File: src/quaternion_relative_rotation_unit_macros.svh
// Assertion macros shared by the quaternion relative rotation unit.
`ifndef QUATERNION_RELATIVE_ROTATION_UNIT_MACROS_SVH
`define QUATERNION_RELATIVE_ROTATION_UNIT_MACROS_SVH

// Same-cycle implication, disabled while reset is asserted.
`define QRR_ASSERT_IMPL(label, ante, cons) \
    label: assert property (@(posedge clk) disable iff (!rst_n) (ante) |-> (cons)) \
        else $error("qrr assertion failed");

// Next-cycle implication, disabled while reset is asserted.
`define QRR_ASSERT_NEXT(label, ante, cons) \
    label: assert property (@(posedge clk) disable iff (!rst_n) (ante) |=> (cons)) \
        else $error("qrr assertion failed");

`endif

File: src/qrr_pkg.sv
// Package: shared constants and status codes of the relative rotation unit.
`timescale 1ns / 1ps
package qrr_pkg;
    localparam int WORD_BITS_DEF = 16;
    localparam int FRAC_BITS_DEF = 14;
    localparam int QUEUE_DEPTH   = 2;
    localparam int STATUS_BITS   = 2;

    typedef enum logic [STATUS_BITS-1:0] {
        STAT_OK   = 2'd0,
        STAT_ZERO = 2'd1,
        STAT_SAT  = 2'd2
    } status_t;
endpackage

File: src/qrr_queue.sv
// Short queue between front and back end.
`timescale 1ns / 1ps
`include "quaternion_relative_rotation_unit_macros.svh"
module qrr_queue #(
    parameter int WIDTH = 8,
    parameter int DEPTH = qrr_pkg::QUEUE_DEPTH
) (
    input  logic             clk,
    input  logic             rst_n,
    input  logic             push,
    input  logic [WIDTH-1:0] push_data,
    input  logic             pop,
    output logic [WIDTH-1:0] pop_data,
    output logic             empty,
    output logic             full
);
    localparam int AW = (DEPTH > 1) ? $clog2(DEPTH) : 1;
    localparam int CW = $clog2(DEPTH + 1);

    logic [WIDTH-1:0] mem_reg [0:DEPTH-1];
    logic [AW-1:0]    wr_reg, wr_next, rd_reg, rd_next;
    logic [CW-1:0]    count_reg, count_next;

    always_comb
    begin
        wr_next    = wr_reg;
        rd_next    = rd_reg;
        count_next = count_reg;
        if (push)
        begin
            wr_next = (wr_reg == AW'(DEPTH - 1)) ? '0 : wr_reg + 1'b1;
        end
        if (pop)
        begin
            rd_next = (rd_reg == AW'(DEPTH - 1)) ? '0 : rd_reg + 1'b1;
        end
        if (push && !pop)
        begin
            count_next = count_reg + 1'b1;
        end
        else if (pop && !push)
        begin
            count_next = count_reg - 1'b1;
        end
    end

    always_ff @(posedge clk or negedge rst_n)
    begin
        if (!rst_n)
        begin
            wr_reg    <= '0;
            rd_reg    <= '0;
            count_reg <= '0;
        end
        else
        begin
            wr_reg    <= wr_next;
            rd_reg    <= rd_next;
            count_reg <= count_next;
        end
    end

    always_ff @(posedge clk)
    begin
        if (push)
        begin
            mem_reg[wr_reg] <= push_data;
        end
    end

    assign pop_data = mem_reg[rd_reg];
    assign empty    = (count_reg == '0);
    assign full     = (count_reg == CW'(DEPTH));

    `QRR_ASSERT_IMPL(a_no_overflow, push && full && !pop, 1'b0)
    `QRR_ASSERT_IMPL(a_no_underflow, pop, count_reg != '0)
    `QRR_ASSERT_NEXT(a_count_tracks, push && !pop && !full, count_reg != '0)
endmodule

File: config.mk
export PLATFORM = sky130hd
export DESIGN_NAME = qrr_queue
export DESIGN_NICKNAME = d
export VERILOG_FILES = /design/src/qrr_pkg.sv /design/src/qrr_queue.sv
export VERILOG_INCLUDE_DIRS = /design/src /design/src/src
export SDC_FILE = /design/constraint.sdc
export NUM_CORES = 1
export LEC_CHECK = 0
export ABC_AREA = 1
export BUFFER_PORTS_ARGS = -buffer_cell sky130_fd_sc_hd__buf_4
export CAP_MARGIN = 30
export CORE_MARGIN = 4
export CORE_UTILIZATION = 40
export DETAILED_ROUTE_END_ITERATION = 8
export RECOVER_POWER = 25
export SKIP_LAST_GASP = 1
export SYNTH_ARGS = -nofsm -noshare
export SYNTH_HDL_FRONTEND = slang
export SYNTH_SLANG_ARGS = --single-unit
File: constraint.sdc
create_clock -name clk -period 2.8 [get_ports clk]
set_input_delay 0 -clock clk [delete_from_list [all_inputs] [get_ports clk]]
set_output_delay 0 -clock clk [all_outputs]
set_load 0.05 [all_outputs]
* After elaboration in Yosys (flattened, before gate mapping)
Memories as Yosys holds them, arrays and structs flattened.
Index checks and enable logic that the tools add are counted.
** Storage, ports and cells
- Flip-flop bits (word level) :: 4
- Bits in latches :: 0
- Memory bits (writable) :: 16
- Memory bits (read-only) :: 0
- Input bits :: 12
- Output and inout port bits :: 10
- Logic and storage cells :: 21
- Memories :: 1
** Memories
- mem_reg :: depth 2, bits a word 8, read ports 1, clocked after Yosys merged registers in 0, wr ports 1, RTL line qrr_queue.sv:20 : logic [WIDTH-1:0] mem_reg [0:DEPTH-1];
** Operators by class
- $add $sub $neg :: 4
- Multiply operators :: 0
- Div/mod/pow operators :: 0
- Order comparisons :: 0
- Equality and inequality tests :: 1
- Shift-type cells :: 0
- Mux-type cells :: 6
- Bitwise operators :: 0
- Reductions and logical operators :: 6
** Operator list (count)
- 2-to-1 mux 1 bit :: 4
- 2-to-1 mux 2 bit :: 2
- adder 1 bit (second input constant) :: 2
- adder 2 x 1 -> 2 bit (second input constant) :: 1
- == test 2 bit (second input constant) :: 1
- logical AND 1 bit :: 2
- zero test 1 bit :: 2
- zero test 2 bit :: 1
- nonzero test 2 bit :: 1
- subtractor 2 x 1 -> 2 bit (second input constant) :: 1

* Depth between registers and ports, before layout
Gate-level depths: netlist (run 1).
- Word-level depth :: 4
- Gate-level depth with buffers :: 7
- Gate-level depth less buffers :: 7

* Worst setup path before layout (run 1)
Ideal clock, no wire load.
- Path kind :: register to register
- From :: register wr_reg
- To :: memory mem_reg[0][0], enable pin
- Library setup time :: 370 ps
- Arrival time :: 774 ps
- Required time :: 2430 ps
- Slack :: 1656 ps
- Cell stages (with the launch flop) :: 2
- Path buffers :: 0
- Clock period less this slack :: 1144 ps
- Path through :: dfrtp_1 -> nor2_1
** RTL lines
- from (decl) :: RTL line qrr_queue.sv:21 : logic [AW-1:0] wr_reg, wr_next, rd_reg, rd_next;
- from (signal assigned) :: RTL line qrr_queue.sv:57 : wr_reg <= wr_next;
- to (decl) :: RTL line qrr_queue.sv:20
No word-level cell before the write port.

* Worst setup path after layout (run 1)
- From :: register rd_reg
- To :: output port pop_data[3]
** Between the ends
- Cells in the longest elaborated chain, start to end :: 1
** Ends and longest elaborated chain
- from (decl) :: RTL line qrr_queue.sv:21
- from (signal assigned) :: RTL line qrr_queue.sv:58 : rd_reg <= rd_next;
- memory (2 x 8 bit)
- to (decl) :: RTL line qrr_queue.sv:13 : output logic [WIDTH-1:0] pop_data,
Every way passes these cells.

==> out/metrics.yaml, run 1 <==
run_status:
  outcome: "complete, no violations"
floorplanning:
  fp.dieW_um: 53.2
  die_h_um: 53.2
  initial_utilization: 0.417
  rows: 16
  ios: 22
  coreArea_sq_um: 1960
  dieArea_sq_um: 2830
grt:
  grt_pass1_wl_um: 1910
  grtUsageMet2: 0.147
  top_usage_layer: "met2"
  grt-ovfl-total: 0
  met1_usage: 0.121
  antenna_found_initial: 0
  grt_start_max_net_pins: 13
  first_global_vias: 451
  grt_usage: 0.0997
  use_met3: 0.0197
sta:
  fmax_ghz: 0.654
  rsz0062_at_grt: "no"
  tightest_slew_ns: 0.696
  timing.final.crit_share: 0.546
  clock_skew_ns: 0.00333
  tns_ns: 0
  setup_viol: 0
  relSlewSlack: 0.534
  drv_slew: 0
  fin_crit_ns: 1.53
  hold_viol_final: 0
route:
  via_per_inst: 4.22
  ant_nets: 0
  drt_wl_total_um: 1190
  firstDrtPassIters: 4
  vias: 473
  wl_per_cell_um: 10.6
  drc: 0
  drt_iter0_markers: 12
final_layout:
  fin_util: 0.590
  layout-drive-gt1-share: 0.376
  fin_nets: 99
  diodes: 0
  layout_common_cells: "buf_4, edfxtp_1, dlygate4sd3_1"
  syn2layout_area_growth_pct: 41.4
  largest_reg_flops: 16
  layoutNonFillerInstCount: 112
place:
  gp_congestion: 0.651
  port_buffers: 21
  dp.cells: 97
cts:
  cts_buffer_depth: 2
  cts_resized: 0
  clkLatencyLatePin_ns: 0.29
  htreeDepth: 1
  clock_sinks: 20
  cts_inserted_buffers: 3
  path_clk_slew_ns: 0.10
  cts_root_buf: "clkbuf_4"
  cts_tree: "done"
power_and_ir_drop:
  power_w: 0.00123
  p_leak_nw: 0.512
  power-per-cell-area_nw_per_um2: 1060
  peakVddDrop_v: 0.000450
setup_path:
  r2r_slack_ns: 1.47
  crit_arrival_ns: 1.53
  r2r-start: "wr_reg$_DFFE_PN0P_"
  critPathMaxFanout: 9
  end_kind: "primary output"
  crit_path_start: "rd_reg$_DFFE_PN0P_"
  worstSetupPathType: "flop to primary output"
  required_ns: 2.80
  startpoint_type: "flop"
synthesis:
  syn_area_sq_um: 818
  avgSynthCellArea_sq_um: 16.4
  synth_fp_nets: 63
  yosysWarnings: 0
  seq_area_frac_synth: 0.709
  ys_types: 12
  ys_ff_latch: 20
  synthCells: 50
run:
  maxCapViolCount: 0
min_path:
  hp-class: "input port to async pin"
[logic make-up (layout without fill, tap and decap cells)]
family,Yosys count,after routing,share of synthesized area
adders and majority gates,1,1,0.0153
muxes,8,8,0.147
xor gates and xnor gates,3,3,0.0321
and+or+nand+nor,10,10,0.0505
buffers and inverters,8,43,0.0459
DFF,20,20,0.709
[path summary, 6_finish.rpt]
| check | endpoint | cells after the start |
|---|---|---|
| max | pop_data[3] | 2 |
| min | count_reg[0]$_DFFE_PN0P_ | 2 |
| max reg2reg | mem_reg[0][2]$_DFFE_PP_ | 1 |
| min reg2reg | wr_reg$_DFFE_PN0P_ | 1 |
| max in group asynchronous | count_reg[1]$_DFFE_PN0P_ | 2 |
| min in group clk | rd_reg$_DFFE_PN0P_ | 3 |
[layout make-up]
type | instances | area, sq um
Timing Repair Buffer | 32 | 264
Sequential cell | 20 | 581
Clock buffer | 3 | 22.5
Inverter | 7 | 26.3
Multi-Input combinational cell | 22 | 200
Clock inverter | 1 | 30.0
Tap cell | 27 | 33.8
Fill cell | 181 | 805
[metal layers]
metal  share of wire  up-vias
li1                -      241
met1            0.44      211
met2            0.46       17
met3           0.070        4
met4           0.028        0
met5               0        -
[Yosys cell counts, drive strengths merged]
library cell,number,share of area
nand2,5,0.023
xnor2,1,0.011
nand3,1,0.0061
nand4,1,0.0077
inv,7,0.032
xor2,2,0.021
edfxtp,16,0.59
dfrtp,4,0.12
ha,1,0.015
nor2,3,0.014
buf,1,0.014
mux2,8,0.15
[worst max-delay path, cell delays in order, from the launching register on]
cell and delay, ns:
dfrtp_1 0.70, mux2_4 0.35, buf_4 0.19
[what timing repair did]
item                                   CTS  global route
endpoints found under the hold margin   22             0
buffers inserted                         0             0
hold buffers                            11             0
[stage by stage]
step	area (sq um)	hold slack (ns)	setup slack [ns]
final	1160	0.0680	1.27
after global routing	1160	0.0813	1.20
after CTS	1160	0.0110	1.24
after detailed placement	998	-0.198	1.42
after global placement	998	-0.198	1.47
after floorplan	818	-0.296	1.66
[power by group]
| group | total [W] | switching, W | internal (W) |
|---|---|---|---|
| clock network | 0.000229 | 0.0000844 | 0.000145 |
| logic | 0.000527 | 0.000319 | 0.000208 |
| registers | 0.000471 | 0.0000677 | 0.000403 |
Power figures use the tool's default switching activity.
==> inputs of run 2 (changes only) <==
--- a/config.mk
+++ b/config.mk
@@ -12,6 +12,7 @@
 export CORE_MARGIN = 4
 export CORE_UTILIZATION = 40
 export DETAILED_ROUTE_END_ITERATION = 8
+export PLACE_DENSITY = 0.66
 export RECOVER_POWER = 25
 export SKIP_LAST_GASP = 1
 export SYNTH_ARGS = -nofsm -noshare
==> constraint.sdc (replaced) <==
create_clock -name clk -period 1.3 [get_ports clk]
set_input_delay 0 -clock clk [delete_from_list [all_inputs] [get_ports clk]]
set_output_delay 0 -clock clk [all_outputs]
set_load 0.05 [all_outputs]
==> out/metrics.yaml, run 2 (synthesized netlist as in run 1, its figures left out) <==
run:
  maxCapViolCount: 0
sta:
  clock_skew_ns: 0.0149
  drv_slew: 0
  fin_crit_ns: 1.31
  timing.final.crit_share: 1.01
  fmax_ghz: 0.763
  tns_ns: -0.0373
  relSlewSlack: 0.798
  hold_viol_final: 0
  tightest_slew_ns: 0.303
  layout_setup_ws_ns: -0.0102
  rsz0062_at_grt: "yes"
  setup_viol: 5
setup_path:
  required_ns: 1.30
  critPathBufInv: 2
  crit_path_start: "rd_reg$_DFFE_PN0P_"
  startpoint_type: "flop"
  r2r_slack_ns: 0.27
  r2r-start: "wr_reg$_DFFE_PN0P_"
  cp_cell_sequence: "buf_6 > mux2_4 > buf_6"
  crit_top_cell: "buf_6"
  crit_arrival_ns: 1.31
  end_kind: "primary output"
  crit_slowest_cell: "dfrtp_2"
  slowest_delay_ns: 0.43
  critPathMaxFanout: 5
  worstSetupPathType: "flop to primary output"
  crit_family: "flip-flops"
final_layout:
  layoutNonFillerInstCount: 117
  largest_reg_flops: 16
  final_common_cell: "edfxtp_1"
  area.sequential_sq_um: 582
  layout-drive-gt1-share: 0.411
  num-fill-cells: 166
  diodes: 0
  multi_input_area_sq_um: 200
  fin_nets: 104
  syn2layout_area_growth_pct: 48.0
  fin_util: 0.617
  layout_common_cells: "edfxtp_1, dlygate4sd3_1, buf_4"
cts:
  cts_buffer_depth: 2
  path_clk_slew_ns: 0.11
  cts_root_buf: "clkbuf_4"
  cts_inserted_buffers: 3
  clock_sinks: 20
  clkLatencyLatePin_ns: 0.30
  htreeDepth: 1
  cts_tree: "done"
place:
  pre_cts_slack_ns: 0.112
  place_hpwl_um: 923
  dp.cells: 99
  gp_congestion: 0.671
  port_buffers: 21
route:
  drt_wl_total_um: 1350
  wl_per_cell_um: 11.6
  ant_nets: 0
  drt_iter0_markers: 4
  drc: 0
  vias: 493
  via_per_inst: 4.21
  firstDrtPassIters: 4
floorplanning:
  ios: 22
  initial_utilization: 0.417
  coreArea_sq_um: 1960
  fp.dieW_um: 53.2
  rows: 16
  dieArea_sq_um: 2830
  die_h_um: 53.2
grt:
  antenna_found_initial: 0
  grt_pass1_wl_um: 2130
  grt_usage: 0.113
  first_global_vias: 491
  grt-ovfl-total: 0
  grt_start_max_net_pins: 12
power_and_ir_drop:
  p_leak_nw: 0.536
  peakVddDrop_v: 0.000996
  power-per-cell-area_nw_per_um2: 2210
min_path:
  hp-class: "input port to async pin"
run_status:
  outcome: "complete, but fails checks"
  failed_checks: "negative setup slack"
## run 2: cell type report
class,count,area share
timing repair buffer,37,0.283
inverter,7,0.0217
sequential,20,0.480
tap,27,0.0279
clock buffer,4,0.0217
multi-input combinational,22,0.165
## run 2: timing repair
item,in CTS,in global routing
hold buffers,11,0
hold endpoints to repair,22,0
cloned,0,0
gates resized for setup,5,10
buffers inserted,3,0
setup endpoints to repair,8,8
## run 2: path summary, 6_finish.rpt
check,end,depth (start not counted)
worst max-delay path,pop_data[5],3
max in group asynchronous,rd_reg$_DFFE_PN0P_,2
min in group clk,rd_reg$_DFFE_PN0P_,3
worst min register to register,wr_reg$_DFFE_PN0P_,1
worst max register to register,mem_reg[0][1]$_DFFE_PP_,2
worst min-delay path,wr_reg$_DFFE_PN0P_,2
## run 2: per-layer routing
layer / share of wire / wire, um / track usage / vias to the layer above
met5: 0 / 0 / 0 / -
met4: 0.0052 / 7 / 0.0638 / 0
met3: 0.055 / 74 / 0.0451 / 2
met2: 0.51 / 691 / 0.169 / 13
met1: 0.43 / 578 / 0.137 / 224
li1: - / - / - / 254
## run 2: stage by stage
stage / hold WS [ns] / power (W) / cell area [sq um]
after global placement: -0.199 / 0.00216 / 1010
final: 0.0612 / 0.00267 / 1210
after floorplan: -0.296 / 0.00189 / 818
after global routing: 0.0759 / 0.00282 / 1210
after CTS: 0.0128 / 0.00259 / 1180
after detailed placement: -0.198 / 0.00218 / 1010
## run 2: worst register-to-register path, stage by stage, from the launching register on
cell     delay [ns]
dfrtp_1        0.42
nor2_1         0.15
buf_4          0.17
## run 2: report_power, final
group          internal, W  switching (W)
registers         0.000873      0.0000879
logic             0.000620       0.000794
clock network     0.000119       0.000177
